## src/rtl/scu_pkg.sv

```systemverilog
package scu_pkg;

	// Fixed field widths
	localparam int SAMPLE_W = 16;
	localparam int COL_W    = 13;
	localparam int WEFF_W   = 15;
	localparam int PREC_W   = 5;
	localparam int ADDR_W   = 4;
	localparam int DATA_W   = 32;

	// Chroma layout codes; the unused code acts as 4:4:4
	typedef enum logic [1:0] {
		MODE_444 = 2'd0,
		MODE_422 = 2'd1,
		MODE_420 = 2'd2
	} mode_e_t;

	// Register word indexes
	typedef enum logic [1:0] {
		REG_MODE  = 2'd0,
		REG_PREC  = 2'd1,
		REG_WIDTH = 2'd2
	} reg_idx_t;

	// Q16 coefficients
	localparam logic signed [17:0] COEF_R  = 18'sd91881;
	localparam logic signed [17:0] COEF_GB = 18'sd22544;
	localparam logic signed [17:0] COEF_GR = 18'sd46793;
	localparam logic signed [17:0] COEF_B  = 18'sd116130;

	// Effective configuration seen by the datapath
	typedef struct packed {
		logic [1:0]        mode;
		logic [PREC_W-1:0] prec;
		logic [WEFF_W-1:0] width;
	} cfg_t;

	// Item entering the color math, chroma pair already resolved
	typedef struct packed {
		logic                valid;
		logic [SAMPLE_W-1:0] y;
		logic [SAMPLE_W-1:0] cb;
		logic [SAMPLE_W-1:0] cr;
	} math_in_t;

	// Divide by 65536, truncating toward zero
	function automatic logic signed [19:0] trunc_q16(input logic signed [35:0] p);
		logic signed [35:0] a;
		a = p + (p[35] ? 36'sd65535 : 36'sd0);
		return 20'(a >>> 16);
	endfunction

	// Saturate to [0, upb]
	function automatic logic [SAMPLE_W-1:0] clamp_comp(input logic signed [20:0] v,
			input logic [SAMPLE_W-1:0] upb);
		logic [SAMPLE_W-1:0] r;
		if (v < 21'sd0) begin
			r = '0;
		end else if (v > $signed({5'b0, upb})) begin
			r = upb;
		end else begin
			r = v[SAMPLE_W-1:0];
		end
		return r;
	endfunction

endpackage

```

## src/rtl/scu_color_math.sv

```systemverilog
module scu_color_math (
	input  logic                          clk,
	input  logic                          arst_n,
	input  logic                          en,
	input  scu_pkg::math_in_t             in_s1,
	input  logic [scu_pkg::PREC_W-1:0]    prec,
	output logic                          valid_q,
	output logic [scu_pkg::SAMPLE_W-1:0]  red_q,
	output logic [scu_pkg::SAMPLE_W-1:0]  green_q,
	output logic [scu_pkg::SAMPLE_W-1:0]  blue_q
);

	logic [15:0]        off;
	logic [15:0]        upb;
	logic               v_s2, v_s3;
	logic [15:0]        y_s2, y_s3;
	logic signed [16:0] cb_s2, cr_s2;
	logic signed [34:0] pr_s3, pgb_s3, pgr_s3, pb_s3;
	logic signed [19:0] tr, tg, tb;
	logic signed [20:0] ys;

	assign off = 16'(17'(1) << (prec - 5'd1));
	assign upb = 16'((17'(1) << prec) - 17'd1);

	// Final stage terms
	assign tr = scu_pkg::trunc_q16(36'(pr_s3));
	assign tg = scu_pkg::trunc_q16(36'(pgb_s3) + 36'(pgr_s3));
	assign tb = scu_pkg::trunc_q16(36'(pb_s3));
	assign ys = $signed({5'b0, y_s3});

	// Valid bits
	always_ff @(posedge clk or negedge arst_n) begin
		if (!arst_n) begin
			v_s2    <= 1'b0;
			v_s3    <= 1'b0;
			valid_q <= 1'b0;
		end else if (en) begin
			v_s2    <= in_s1.valid;
			v_s3    <= v_s2;
			valid_q <= v_s3;
		end
	end

	// Offset removal, products, then sum, truncate and clamp
	always_ff @(posedge clk) begin
		if (en) begin
			y_s2    <= in_s1.y;
			cb_s2   <= $signed({1'b0, in_s1.cb}) - $signed({1'b0, off});
			cr_s2   <= $signed({1'b0, in_s1.cr}) - $signed({1'b0, off});
			y_s3    <= y_s2;
			pr_s3   <= cr_s2 * scu_pkg::COEF_R;
			pgb_s3  <= cb_s2 * scu_pkg::COEF_GB;
			pgr_s3  <= cr_s2 * scu_pkg::COEF_GR;
			pb_s3   <= cb_s2 * scu_pkg::COEF_B;
			red_q   <= scu_pkg::clamp_comp(ys + 21'(tr), upb);
			green_q <= scu_pkg::clamp_comp(ys - 21'(tg), upb);
			blue_q  <= scu_pkg::clamp_comp(ys + 21'(tb), upb);
		end
	end

endmodule

```

## config.mk

```make
export PLATFORM = sky130hd
export DESIGN_NAME = scu_color_math
export DESIGN_NICKNAME = d
export VERILOG_FILES = /design/src/rtl/scu_pkg.sv /design/src/rtl/scu_color_math.sv
export SDC_FILE = /design/constraint.sdc
export NUM_CORES = 2
export LEC_CHECK = 0
export BUFFER_PORTS_ARGS = -buffer_cell sky130_fd_sc_hd__buf_2
export CORE_MARGIN = 3
export CORE_UTILIZATION = 53
export DETAILED_ROUTE_END_ITERATION = 12
export PLACE_DENSITY = 0.72
export SYNTH_ARGS = -nofsm -noshare
export SYNTH_HDL_FRONTEND = slang
export SYNTH_SLANG_ARGS = --single-unit
```

## constraint.sdc

```tcl
create_clock -name clk -period 8.2 [get_ports clk]
set_input_delay 0.41 -clock clk [delete_from_list [all_inputs] [get_ports clk]]
set_output_delay 0.41 -clock clk [all_outputs]
set_load 0.03 [all_outputs]
```

==> flow_metrics.env <==
export IMPL_initial_core_util_pct=53.7
export IMPL_die_w_um=259
export IMPL_rsz0062_at_grt="true"
export IMPL_async_reset_ff_share_pct=1.25
export IMPL_multi_input_area_mm2=0.0247
export IMPL_drv_cap=2
export IMPL_first_global_vias=24700
export IMPL_drc_errors=0
export IMPL_drive_gt1_share_pct=10.4
export IMPL_holdCritPathClass="in2reg"
export IMPL_routed_wl_mm=84.4
export IMPL_max_freq_mhz=122
export IMPL_grt_pass1_wl_mm=132
export IMPL_r2r_slack_ns=-0.01
export IMPL_crit_path_max_incr_delay_ns=0.36
export IMPL_grt_max_degree=140
export IMPL_post_route_period_util_pct=100
export IMPL_cts_tree="done"
export IMPL_coreArea_mm2=0.0631
export IMPL_io_pins=106
export IMPL_die_area_mm2=0.0669
export IMPL_path_clk_slew_ns=0.06
export IMPL_antenna_left=0
export IMPL_crit_path_start_kind="flop"
export IMPL_path_buf_inv=9
export IMPL_place_congestion=0.962
export IMPL_fin_worst_skew_ns=0.0270
export IMPL_antenna_found_initial=4
export IMPL_dp_hpwl_mm=70.2
export IMPL_hp_start="in_s1[39]"
export IMPL_min_delay_path_depth=1
export IMPL_syn_nets=4393
export IMPL_hold_slack_ns=0.0302
export IMPL_cp_data_required_time_ns=8.48
export IMPL_setup_viol=1
export IMPL_synth_top_area_cell="ha_1"
export IMPL_viasPerCell=5.61
export IMPL_whs_endpoint="y_s2[7]$_DFFE_PP_"
export IMPL_synth_edff_count=237
export IMPL_r2r_cells=44
export IMPL_placed_cell_area_mm2=0.0362
export IMPL_post_route_min_period_ns=8.21
export IMPL_dr_pass1_iters=6
export IMPL_clkLatencyLatePin_ns=0.58
export IMPL_yosysWarnings=0
export IMPL_synth_area_mm2=0.0338
export IMPL_synthTopCellsByArea="ha_1 (22%), edfxtp_1 (21%), fa_1 (20%)"
export IMPL_area_sequential_mm2=0.00719
export IMPL_clk_path_buf_depth=3
export IMPL_ys_ff_latch=240
export IMPL_violations="capacitance limit, slew limit, setup timing"
export IMPL_syn_inst=3388
export IMPL_synth_top_cell_area_share_pct=22.4
export IMPL_crit_fanout=7
export IMPL_track_usage_pct=25.1
export IMPL_yosysUniqueCellTypes=87
export IMPL_syn2layout_area_growth_pct=11.8
export IMPL_cp_top_family="compound AO/OA/AOI/OAI gates"
export IMPL_routedWlPerCell_um=18.8
export IMPL_synth_avg_cell_area_um2=9.99
export IMPL_finalInstanceArea_mm2=0.0378
export IMPL_hold_viol=0
export IMPL_cpMaxStageDelayCell="edfxtp_1"
export IMPL_io_buffers=105
export IMPL_vias=25300
export IMPL_overflow=0
export IMPL_worstPathArrival_ns=8.49
export IMPL_drt_initial_drc_count=1753
export IMPL_status="finished with violations"
export IMPL_yosysSeqAreaShare_pct=21.2
export IMPL_cp_end_kind="flop"
export IMPL_fillCellCount=5288
export IMPL_timing_rr_end="green_q[0]$_SDFFCE_PN0P_"
export IMPL_layout_nets=4639
export IMPL_antenna_cells=0
export IMPL_row_count=92
export IMPL_cts_root_buf="clkbuf_16"
export IMPL_finalMaxSlewViolations=8
export IMPL_worstMarginPinSlew_ns=1.55
export IMPL_cts_num_sinks=240
export IMPL_crit_type="reg2reg"
export IMPL_dpl_worst_slack_ns=-0.304
export IMPL_numCtsBuffers=29
export IMPL_htreeDepth=1
export IMPL_fin_ws_ns=-0.0113
export IMPL_r2r_start="pr_s3[4]$_DFFE_PP_"
export IMPL_max_slew_margin_pct=-3.79
export IMPL_synthFlopType="edfxtp_1"
export IMPL_die_h_um=259
export IMPL_cpMostUsedCell="buf_4"
==> per-stage QoR <==
stage                     setup TNS (ns)  instances  utilization [%]
after floorplan                        0       3388                -
after global placement             -1.59       4420             57.4
after detailed placement           -3.89       4420             57.4
after CTS                              0       4485             59.1
after global routing               -4.94       4501             60.0
final                            -0.0113       4501             60.0
==> worst reg2reg max path: cells and delay by family, from the launching register on <==
family,cells,cell delay [ns]
buffers and inverters,9,1.06
DFF,1,0.36
and+or+nand+nor,12,1.66
adders and majority gates,6,1.61
AOI/OAI and AO/OA,16,3.04
xor gates and xnor gates,1,0.21
==> state kept, by name (all words and copies together), names as in the netlist, 16 cells and up <==
| name | flops |
|---|---|
| pr_s3 | 35 |
| pb_s3 | 34 |
| pgr_s3 | 29 |
| pgb_s3 | 25 |
| cb_s2 | 17 |
| cr_s2 | 17 |
| blue_q | 16 |
| green_q | 16 |
| red_q | 16 |
| y_s2 | 16 |
| y_s3 | 16 |
==> logic make-up (layout without fill, tap and decap cells) <==
kind of cell               count (synthesis)  after routing  synth area share (%)
buffers and inverters                    632            898                  7.13
adders and majority gates                948            948                  42.6
AOI/OAI and AO/OA                        637            637                  12.7
muxes                                     15             15                 0.462
xor gates and xnor gates                 244            244                  6.31
and+or+nand+nor                          672            673                  9.53
DFF                                      240            240                  21.2
==> synth_stat cells (8+ instances only) <==
cell       instances
edfxtp_1         237
nand2_1          164
a211oi_1          36
o21ai_0          101
o2111ai_1         12
xor2_1            68
nor2_1           199
ha_1             607
or3_1             16
clkbuf_1          17
nor2b_1           31
o21bai_1          27
a21boi_0          18
a31o_2            11
xnor2_1          176
and2_1            13
nand2b_1          23
a21o_1            65
o211ai_1           9
o21a_1            48
o31ai_1           30
a21oi_1          162
and3_1            23
mux2i_1           10
a211o_1            8
fa_1             341
inv_1            598
buf_2              8
nor3_1            70
a211oi_2          13
nand4_1           32
nand3_1           55
a31oi_1           27
==> worst max path at each step <==
stage | slack, ns | depth (start not counted) | startpoint | to
3_3_place_gp | -0.15 | 39 | pr_s3[4]$_DFFE_PP_ | green_q[13]$_SDFFCE_PN0P_
4_1_cts | 0.03 | 40 | pr_s3[4]$_DFFE_PP_ | green_q[0]$_SDFFCE_PN0P_
5_1_grt | -0.43 | 44 | pr_s3[4]$_DFFE_PP_ | green_q[0]$_SDFFCE_PN0P_
6_report | -0.01 | 44 | pr_s3[4]$_DFFE_PP_ | green_q[0]$_SDFFCE_PN0P_
2_1_floorplan | 0.02 | 42 | pr_s3[4]$_DFFE_PP_ | green_q[13]$_SDFFCE_PN0P_
3_5_place_dp | -0.30 | 39 | pr_s3[4]$_DFFE_PP_ | green_q[9]$_SDFFCE_PN0P_
==> cell type report <==
class / instances / area share [%]
Tap cell: 846 / 2.80
Multi-Input combinational cell: 2517 / 65.2
Inverter: 599 / 5.96
Timing Repair Buffer: 247 / 4.55
Clock buffer: 31 / 1.94
Clock inverter: 21 / 0.582
Sequential cell: 240 / 19.0
==> layer usage <==
layer,track usage (%),routed length [um],vias to the layer above
li1,-,-,12200
met1,34.1,36600,12200
met2,41.7,39200,736
met3,3.11,5200,163
met4,8.55,3450,4
met5,0,26,-
==> what timing repair did <==
item | CTS | global route
gates cloned | 0 | 3
hold buffers | 12 | 0
endpoints found under the setup margin | 16 | 16
hold endpoints to repair | 14 | 0
resized for setup | 7 | 81
pin swaps | 1 | 40
buffers inserted | 1 | 13
==> placed cells by master, fill, tap and decap left out, types with 8 or more instances in the layout <==
| cell | n |
|---|---|
| a211o_1 | 8 |
| a211oi_1 | 34 |
| a211oi_2 | 12 |
| a21boi_0 | 17 |
| a21o_1 | 65 |
| a21oi_1 | 156 |
| a31o_2 | 11 |
| a31oi_1 | 27 |
| and2_1 | 13 |
| and3_1 | 23 |
| buf_2 | 104 |
| buf_4 | 118 |
| clkbuf_16 | 30 |
| dlygate4sd3_1 | 12 |
| edfxtp_1 | 237 |
| fa_1 | 339 |
| ha_1 | 602 |
| inv_1 | 596 |
| mux2i_1 | 10 |
| nand2_1 | 160 |
| nand2b_1 | 22 |
| nand3_1 | 54 |
| nand4_1 | 32 |
| nor2_1 | 197 |
| nor2b_1 | 31 |
| nor3_1 | 56 |
| nor3_4 | 8 |
| o2111ai_1 | 12 |
| o211ai_1 | 9 |
| o21a_1 | 48 |
| o21ai_0 | 100 |
| o21bai_1 | 27 |
| o31ai_1 | 28 |
| or3_1 | 16 |
| xnor2_1 | 175 |
| xor2_1 | 68 |
Power is not shown: default switching activity piles up to over one toggle a cycle in this logic, so the estimate is an artifact.
