File: config.mk
export PLATFORM = sky130hd
export DESIGN_NAME = scu_cfg_regs
export DESIGN_NICKNAME = d
export VERILOG_FILES = /design/src/rtl/scu_pkg.sv /design/src/rtl/scu_cfg_regs.sv
export SDC_FILE = /design/constraint.sdc
export NUM_CORES = 1
export LEC_CHECK = 0
export BUFFER_PORTS_ARGS = -buffer_cell sky130_fd_sc_hd__buf_2
export CAP_MARGIN = 20
export CORE_MARGIN = 2
export CORE_UTILIZATION = 43
export CTS_BUF_LIST = sky130_fd_sc_hd__clkbuf_8 sky130_fd_sc_hd__clkbuf_16
export DETAILED_ROUTE_END_ITERATION = 6
export GPL_ROUTABILITY_DRIVEN = 0
export PLACE_DENSITY = 0.91
export SYNTH_ARGS = -nofsm -noshare
export SYNTH_HDL_FRONTEND = slang
export SYNTH_SLANG_ARGS = --single-unit
File: constraint.sdc
create_clock -name clk -period 1.8 [get_ports clk]
set_clock_uncertainty 0.05 [all_clocks]
set_input_delay 0.09 -clock clk [delete_from_list [all_inputs] [get_ports clk]]
set_output_delay 0.09 -clock clk [all_outputs]
set_load 0.02 [all_outputs]
File: src/rtl/scu_pkg.sv
package scu_pkg;

	// Fixed field widths
	localparam int SAMPLE_W = 16;
	localparam int COL_W    = 13;
	localparam int WEFF_W   = 15;
	localparam int PREC_W   = 5;
	localparam int ADDR_W   = 4;
	localparam int DATA_W   = 32;

	// Chroma layout codes; the unused code acts as 4:4:4
	typedef enum logic [1:0] {
		MODE_444 = 2'd0,
		MODE_422 = 2'd1,
		MODE_420 = 2'd2
	} mode_e_t;

	// Register word indexes
	typedef enum logic [1:0] {
		REG_MODE  = 2'd0,
		REG_PREC  = 2'd1,
		REG_WIDTH = 2'd2
	} reg_idx_t;

	// Q16 coefficients
	localparam logic signed [17:0] COEF_R  = 18'sd91881;
	localparam logic signed [17:0] COEF_GB = 18'sd22544;
	localparam logic signed [17:0] COEF_GR = 18'sd46793;
	localparam logic signed [17:0] COEF_B  = 18'sd116130;

	// Effective configuration seen by the datapath
	typedef struct packed {
		logic [1:0]        mode;
		logic [PREC_W-1:0] prec;
		logic [WEFF_W-1:0] width;
	} cfg_t;

	// Item entering the color math, chroma pair already resolved
	typedef struct packed {
		logic                valid;
		logic [SAMPLE_W-1:0] y;
		logic [SAMPLE_W-1:0] cb;
		logic [SAMPLE_W-1:0] cr;
	} math_in_t;

	// Divide by 65536, truncating toward zero
	function automatic logic signed [19:0] trunc_q16(input logic signed [35:0] p);
		logic signed [35:0] a;
		a = p + (p[35] ? 36'sd65535 : 36'sd0);
		return 20'(a >>> 16);
	endfunction

	// Saturate to [0, upb]
	function automatic logic [SAMPLE_W-1:0] clamp_comp(input logic signed [20:0] v,
			input logic [SAMPLE_W-1:0] upb);
		logic [SAMPLE_W-1:0] r;
		if (v < 21'sd0) begin
			r = '0;
		end else if (v > $signed({5'b0, upb})) begin
			r = upb;
		end else begin
			r = v[SAMPLE_W-1:0];
		end
		return r;
	endfunction

endpackage

File: src/rtl/scu_cfg_regs.sv
module scu_cfg_regs #(
	parameter int MAX_WIDTH   = 4096,
	parameter int SAMPLE_BITS = 16
) (
	input  logic                         clk,
	input  logic                         arst_n,
	input  logic                         psel,
	input  logic                         penable,
	input  logic                         pwrite,
	input  logic [scu_pkg::ADDR_W-1:0]   paddr,
	input  logic [scu_pkg::DATA_W-1:0]   pwdata,
	output logic [scu_pkg::DATA_W-1:0]   prdata,
	output logic                         pready,
	output scu_pkg::cfg_t                cfg
);

	localparam logic [scu_pkg::WEFF_W-1:0] MAXW = scu_pkg::WEFF_W'(MAX_WIDTH);
	localparam logic [scu_pkg::PREC_W-1:0] MAXP = scu_pkg::PREC_W'(SAMPLE_BITS);

	logic [1:0]                      mode_q;
	logic [scu_pkg::PREC_W-1:0]      prec_q;
	logic [scu_pkg::COL_W-1:0]       width_q;
	logic                            wr_en;
	logic [1:0]                      idx;
	logic [scu_pkg::WEFF_W-1:0]      w_ext;
	logic [scu_pkg::WEFF_W-1:0]      w_clamp;

	assign pready = 1'b1;
	assign wr_en  = psel && penable && pwrite;
	assign idx    = paddr[3:2];

	// Register writes
	always_ff @(posedge clk or negedge arst_n) begin
		if (!arst_n) begin
			mode_q  <= scu_pkg::MODE_444;
			prec_q  <= 5'd8;
			width_q <= 13'd640;
		end else if (wr_en) begin
			case (idx)
				scu_pkg::REG_MODE:  mode_q  <= pwdata[1:0];
				scu_pkg::REG_PREC:  prec_q  <= pwdata[4:0];
				scu_pkg::REG_WIDTH: width_q <= pwdata[12:0];
				default: ;
			endcase
		end
	end

	// Read back
	always_comb begin
		case (idx)
			scu_pkg::REG_MODE:  prdata = {30'b0, mode_q};
			scu_pkg::REG_PREC:  prdata = {27'b0, prec_q};
			scu_pkg::REG_WIDTH: prdata = {19'b0, width_q};
			default:            prdata = '0;
		endcase
	end

	// Effective values: precision within [1, SAMPLE_BITS], width even within [2, MAX_WIDTH]
	always_comb begin
		w_ext = {2'b0, width_q};
		if (w_ext < 15'd2) begin
			w_clamp = 15'd2;
		end else if (w_ext > MAXW) begin
			w_clamp = MAXW;
		end else begin
			w_clamp = w_ext;
		end
		cfg.mode  = mode_q;
		cfg.width = {w_clamp[scu_pkg::WEFF_W-1:1], 1'b0};
		if (prec_q == '0) begin
			cfg.prec = 5'd1;
		end else if (prec_q > MAXP) begin
			cfg.prec = MAXP;
		end else begin
			cfg.prec = prec_q;
		end
	end

endmodule

==> metrics.cfg, run 1 <==
[global_routing]
grt_use_met1=0.2017
antenna_found_initial=0
gr-total-overflow=0
grt_max_degree=21
met2_usage=0.2825
grt_pass1_wl_um=4195
first_global_vias=934
grtUsageMet3=0.02455
grt_most_used_layer=met2
track_usage=0.1612

[floorplanning]
fp.dieW_um=57.89
core_mm2=0.002758
num_rows=19
ios=96
initial_core_util=0.4528
die_h_um=57.89
dieArea_mm2=0.003351

[setup_path]
cp-start-kind=register
setup.worst_path.class=register to output port
cpMaxStageDelayCell=dfrtp_1
end_kind=output port
worst_r2r_path_depth=1
worstPathCellList=nor4_1, a31oi_1, nor2_1, buf_2
cp.required_ns=1.66
crit_family=simple AND/OR/NAND/NOR gates
slowest_delay_ns=0.41
cp_num_cells=4
cp_num_buf_inv=1
arrival_ns=1.42
worstPathMaxFanout=4

[finish]
final_common_cell=buf_2
area_growth_pct=18.94
register_area_um2=504.2
multi_input_area_um2=616.8
nNetsFinal=207
n_fill_cell=249
final_area_mm2=0.001485
drive_above_1_share=0.5030
layout_common_cells=buf_2, conb_1, mux2_2
antenna_cells=0
layout.cells.non_filler=196
utilization=0.5386

[routing]
ant_nets=0
dr.first_iter.drc_count=16
vias=925
drt-wirelength-per-cell_um=12.52
drc_errors=0
viasPerCell=4.719
firstDrtPassIters=4
routed_wl_um=2454

[cts]
cts_buffers=3
cts.sinks=20
clk_pin_slew_worst_paths_ns=0.06
cts.htree.levels=1
cts.path.max_buffers=2
cts.root.buffer_cell=clkbuf_8
cts_tree=done
clk-insertion-delay-late_ns=0.25

[logic_synthesis]
synthSimpleGateAreaFrac=0.1944
synth.yosys.seq_area_share=0.4038
synth.avg_cell_area_um2=10.86
synth_top_area_cell=dfrtp_1
synth_cells=115
yosys.area.top_type_share=0.3407
synthAdderAreaFrac=0
synth.mux.area_fraction=0.1964
synth_cell_types=20
ys_ff_latch=20
synthTopCellsByArea=dfrtp_1, mux2_2, buf_4, nor2b_1, dfstp_2
synth_area_mm2=0.001249
synth_compound_area_frac=0.03407
yosys_warnings=0
synthXorXnorAreaFrac=0
synth_top_family_by_area=multiplexers

[power_and_ir_drop]
total_power_mw=1.581
p_per_area_mw_per_mm2=1064
leakagePower_nw=0.7843
ir_drop_uv=697.4

[timing]
period_share=0.8672
fin_tns_setup_ns=0
finalCriticalPeriod_ns=1.561
rsz0062_at_grt=false
hold_violations=0
slew_viol_final=0
finalSetupViolations=0
max_clock_freq_mhz=640.6

[job]
max-cap-violations=0

[worst_hold_path]
min_path_cells=2
min-delay-path-class=primary input to register

[place]
place_hpwl_um=1874
numPortBuffers=51
place_area_mm2=0.001430
dpl.cell_count=191

[status]
status=completed

-- layout make-up --
| type | instances | area share |
|---|---|---|
| Clock buffer | 3 | 0.02780 |
| Tap cell | 31 | 0.02612 |
| Timing Repair Buffer | 54 | 0.1887 |
| Multi-Input combinational cell | 87 | 0.4153 |
| Clock inverter | 1 | 0.002527 |
| Sequential cell | 20 | 0.3395 |
-- cells in the mapped netlist, drive strengths merged --
cell and number:
buf 25, mux2 20, dfrtp 17, nor2b 15, and2 8, clkbuf 4
nor2 4, a22o 3, dfstp 3, conb 2, mux2i 2, nand2 2
nor3b 2, nor4 2, o21ai 2, a31oi 1, nand3 1, nor3 1
or3 1
-- what timing repair did --
| action | 4_1_cts | 5_1_grt |
|---|---|---|
| endpoints found under the hold margin | 17 | 0 |
| gates resized for setup | 0 | 0 |
| hold buffers | 1 | 0 |
| setup buffers | 0 | 0 |
-- flip-flops by register name, summed over array words and instances, names as in the netlist --
name and flops:
mode_q 2, prec_q 5, width_q 13
-- per-layer routing --
layer,vias to the layer above,part of all wire
met4,0,0.0065
met5,-,0
li1,434,-
met1,435,0.42
met3,2,0.074
met2,54,0.50
-- metrics by stage --
stage / hold WS (ns) / setup WS (ns)
2_1_floorplan: -0.2556 / 0.6279
3_3_place_gp: 0.003298 / 0.5018
3_5_place_dp: 0.005894 / 0.4732
4_1_cts: 0.01762 / 0.1911
5_1_grt: 0.009918 / 0.08069
6_report: 0.02390 / 0.2391
-- logic make-up (layout without fill, tap and decap cells) --
group	count (synthesis)	in the layout
simple gates	36	36
buf+inv	29	58
flops	20	20
compound gates	6	6
other cells	2	23
mux	22	22
-- report_power, final --
part | total [mW] | leakage (nW) | switching, mW | internal, mW
Clock | 0.285 | 0.0269 | 0.134 | 0.151
Sequential | 0.683 | 0.240 | 0.116 | 0.567
Combinational | 0.613 | 0.517 | 0.358 | 0.255
Total | 1.58 | 0.784 | 0.608 | 0.973
-- final timing paths --
kind / from / endpoint / slack (ns)
min: pwdata[6] / width_q[6]$_DFFE_PN0P_ / 0.02
max in group asynchronous: arst_n / width_q[7]$_DFFE_PN1P_ / 1.12
min in group asynchronous: arst_n / mode_q[1]$_DFFE_PN0P_ / 0.24
max: width_q[4]$_DFFE_PN0P_ / cfg[1] / 0.24
max reg2reg: width_q[12]$_DFFE_PN0P_ / width_q[12]$_DFFE_PN0P_ / 0.78
min reg2reg: width_q[0]$_DFFE_PN0P_ / width_q[0]$_DFFE_PN0P_ / 0.48
Power figures use the tool's default switching activity.
==> inputs of run 2 (changes only) <==
Settings changed: REMOVE_ABC_BUFFERS from default to 1.
==> run 2 against run 1 <==
Hold slack got worse by 0.0016 ns. Clock-buffer cell count did not move. Non-clock buffer count did not move. Die area did not move. Global-route usage fell by 1.3 points. Maximum frequency rose by 3.2%.
==> metrics.cfg, run 2 (same netlist as run 1, synthesis figures left out) <==
[power_and_ir_drop]
p_per_area_mw_per_mm2=1060
switching_share=0.3827
netSwitchingPower_uw=602.7
intPower_uw=972.3
seq_power_share=0.430
leakagePower_nw=0.7843
ir_drop_uv=561.0
clkPwrFrac=0.183
comb_power_share=0.387

[place]
place_hpwl_um=1893
numPortBuffers=51

[global_routing]
gr-total-overflow=0
antenna_found_initial=0
grt_pass1_wl_um=3732
track_usage=0.1486
grt_max_degree=21
first_global_vias=801

[finish]
final_common_cell=buf_2
layout_common_cells=buf_2, conb_1, mux2_2
top_regs=width_q (13), prec_q (5), mode_q (2)
largest_reg_flops=13
antenna_cells=0
area_growth_pct=18.94
largest_register=width_q
drive_above_1_share=0.5030
nNetsFinal=207
utilization=0.5386

[setup_path]
cp.required_ns=1.66
worstPathMaxFanout=4
worst_r2r_path_depth=1
cp-start-kind=register
worstReg2RegEnd=width_q[12]$_DFFE_PN0P_
end_kind=output port
cp-startpoint=width_q[2]$_DFFE_PN0P_
r2r_slack_ns=0.77
setup.worst_path.class=register to output port
arrival_ns=1.37
critPathCapture=cfg[1]
reg2reg_from=width_q[12]$_DFFE_PN0P_

[routing]
viasPerCell=4.551
firstDrtPassIters=4
drt-wirelength-per-cell_um=12.35
drc_errors=0
vias=892
ant_nets=0
routed_wl_um=2421
dr.first_iter.drc_count=6

[timing]
fin_tns_setup_ns=0
hold_violations=0
hold-worst-slack_ns=0.02233
slew_viol_final=0
rsz0062_at_grt=false
finalSetupViolations=0
max_clock_freq_mhz=661.2
period_share=0.8403
finalCriticalPeriod_ns=1.512

[cts]
clk-insertion-delay-late_ns=0.25
cts_resized=0
cts.path.max_buffers=2
cts.root.buffer_cell=clkbuf_8
cts_buffers=3
cts_tree=done
clk_pin_slew_worst_paths_ns=0.07
cts.htree.levels=1
cts.sinks=20

[job]
max-cap-violations=0

[floorplanning]
initial_core_util=0.4528
dieArea_mm2=0.003351
die_h_um=57.89
fp.dieW_um=57.89
ios=96
num_rows=19
core_mm2=0.002758

[status]
status=completed

[worst_hold_path]
min-delay-path-class=primary input to register
min_path_cells=2

==> run 2: cell counts in the layout (fill, tap and decap cells not counted) <==
Identical to the previous run, type by type.
==> run 2: metal layers <==
metal	share of wire	global-route usage
met5	0	0
met4	0.019	0.08970
met3	0.074	0.02902
met2	0.48	0.2305
met1	0.42	0.1920
==> run 2: cell type report <==
class                   count  area (µm²)
clock buffers               3       41.29
clock inverters             1       3.754
fillers                   248        1272
multi-input cells          87       616.8
flip-flops and latches     20       504.2
well taps                  31       38.79
repair buffers             54       280.3
==> run 2: how the worst min path moves through the flow <==
stage / startpoint / end / slack, ns
final: pwdata[11] / width_q[11]$_DFFE_PN0P_ / 0.02
after floorplan: arst_n / mode_q[0]$_DFFE_PN0P_ / -0.26
after global placement: arst_n / mode_q[0]$_DFFE_PN0P_ / -0.0002
after global routing: pwdata[9] / width_q[9]$_DFFE_PN1P_ / 0.02
after detailed placement: arst_n / mode_q[0]$_DFFE_PN0P_ / 0.004
after CTS: pwdata[11] / width_q[11]$_DFFE_PN0P_ / 0.02
==> run 2: worst max-delay path: stages (launching register included) <==
cell and delay (ns):
dfrtp_1 0.41, nor4_1 0.33, a31oi_1 0.12, nor2_1 0.08, buf_2 0.17
==> run 2: per-stage QoR <==
step	power [mW]	instances	worst slack (ns)	instance area, µm²
after floorplan	1.078	107	0.5517	1121
after global routing	1.670	196	0.1987	1485
final	1.575	196	0.2875	1485
after global placement	1.283	191	0.5304	1430
after detailed placement	1.298	191	0.5009	1430
after CTS	1.586	196	0.2902	1485
==> run 2: repair_timing <==
action / in CTS / in global routing
hold endpoints to repair: 17 / 0
buffers inserted: 0 / 0
hold buffers: 1 / 0
==> run 2: power by group through the flow <==
stage               sequential [mW]  combinational, mW  clock (mW)
floorplan                     0.679              0.400           0
global placement              0.681              0.602           0
detailed placement            0.686              0.612           0
CTS                           0.677              0.616       0.293
global route                  0.697              0.655       0.317
finish                        0.677              0.610       0.288
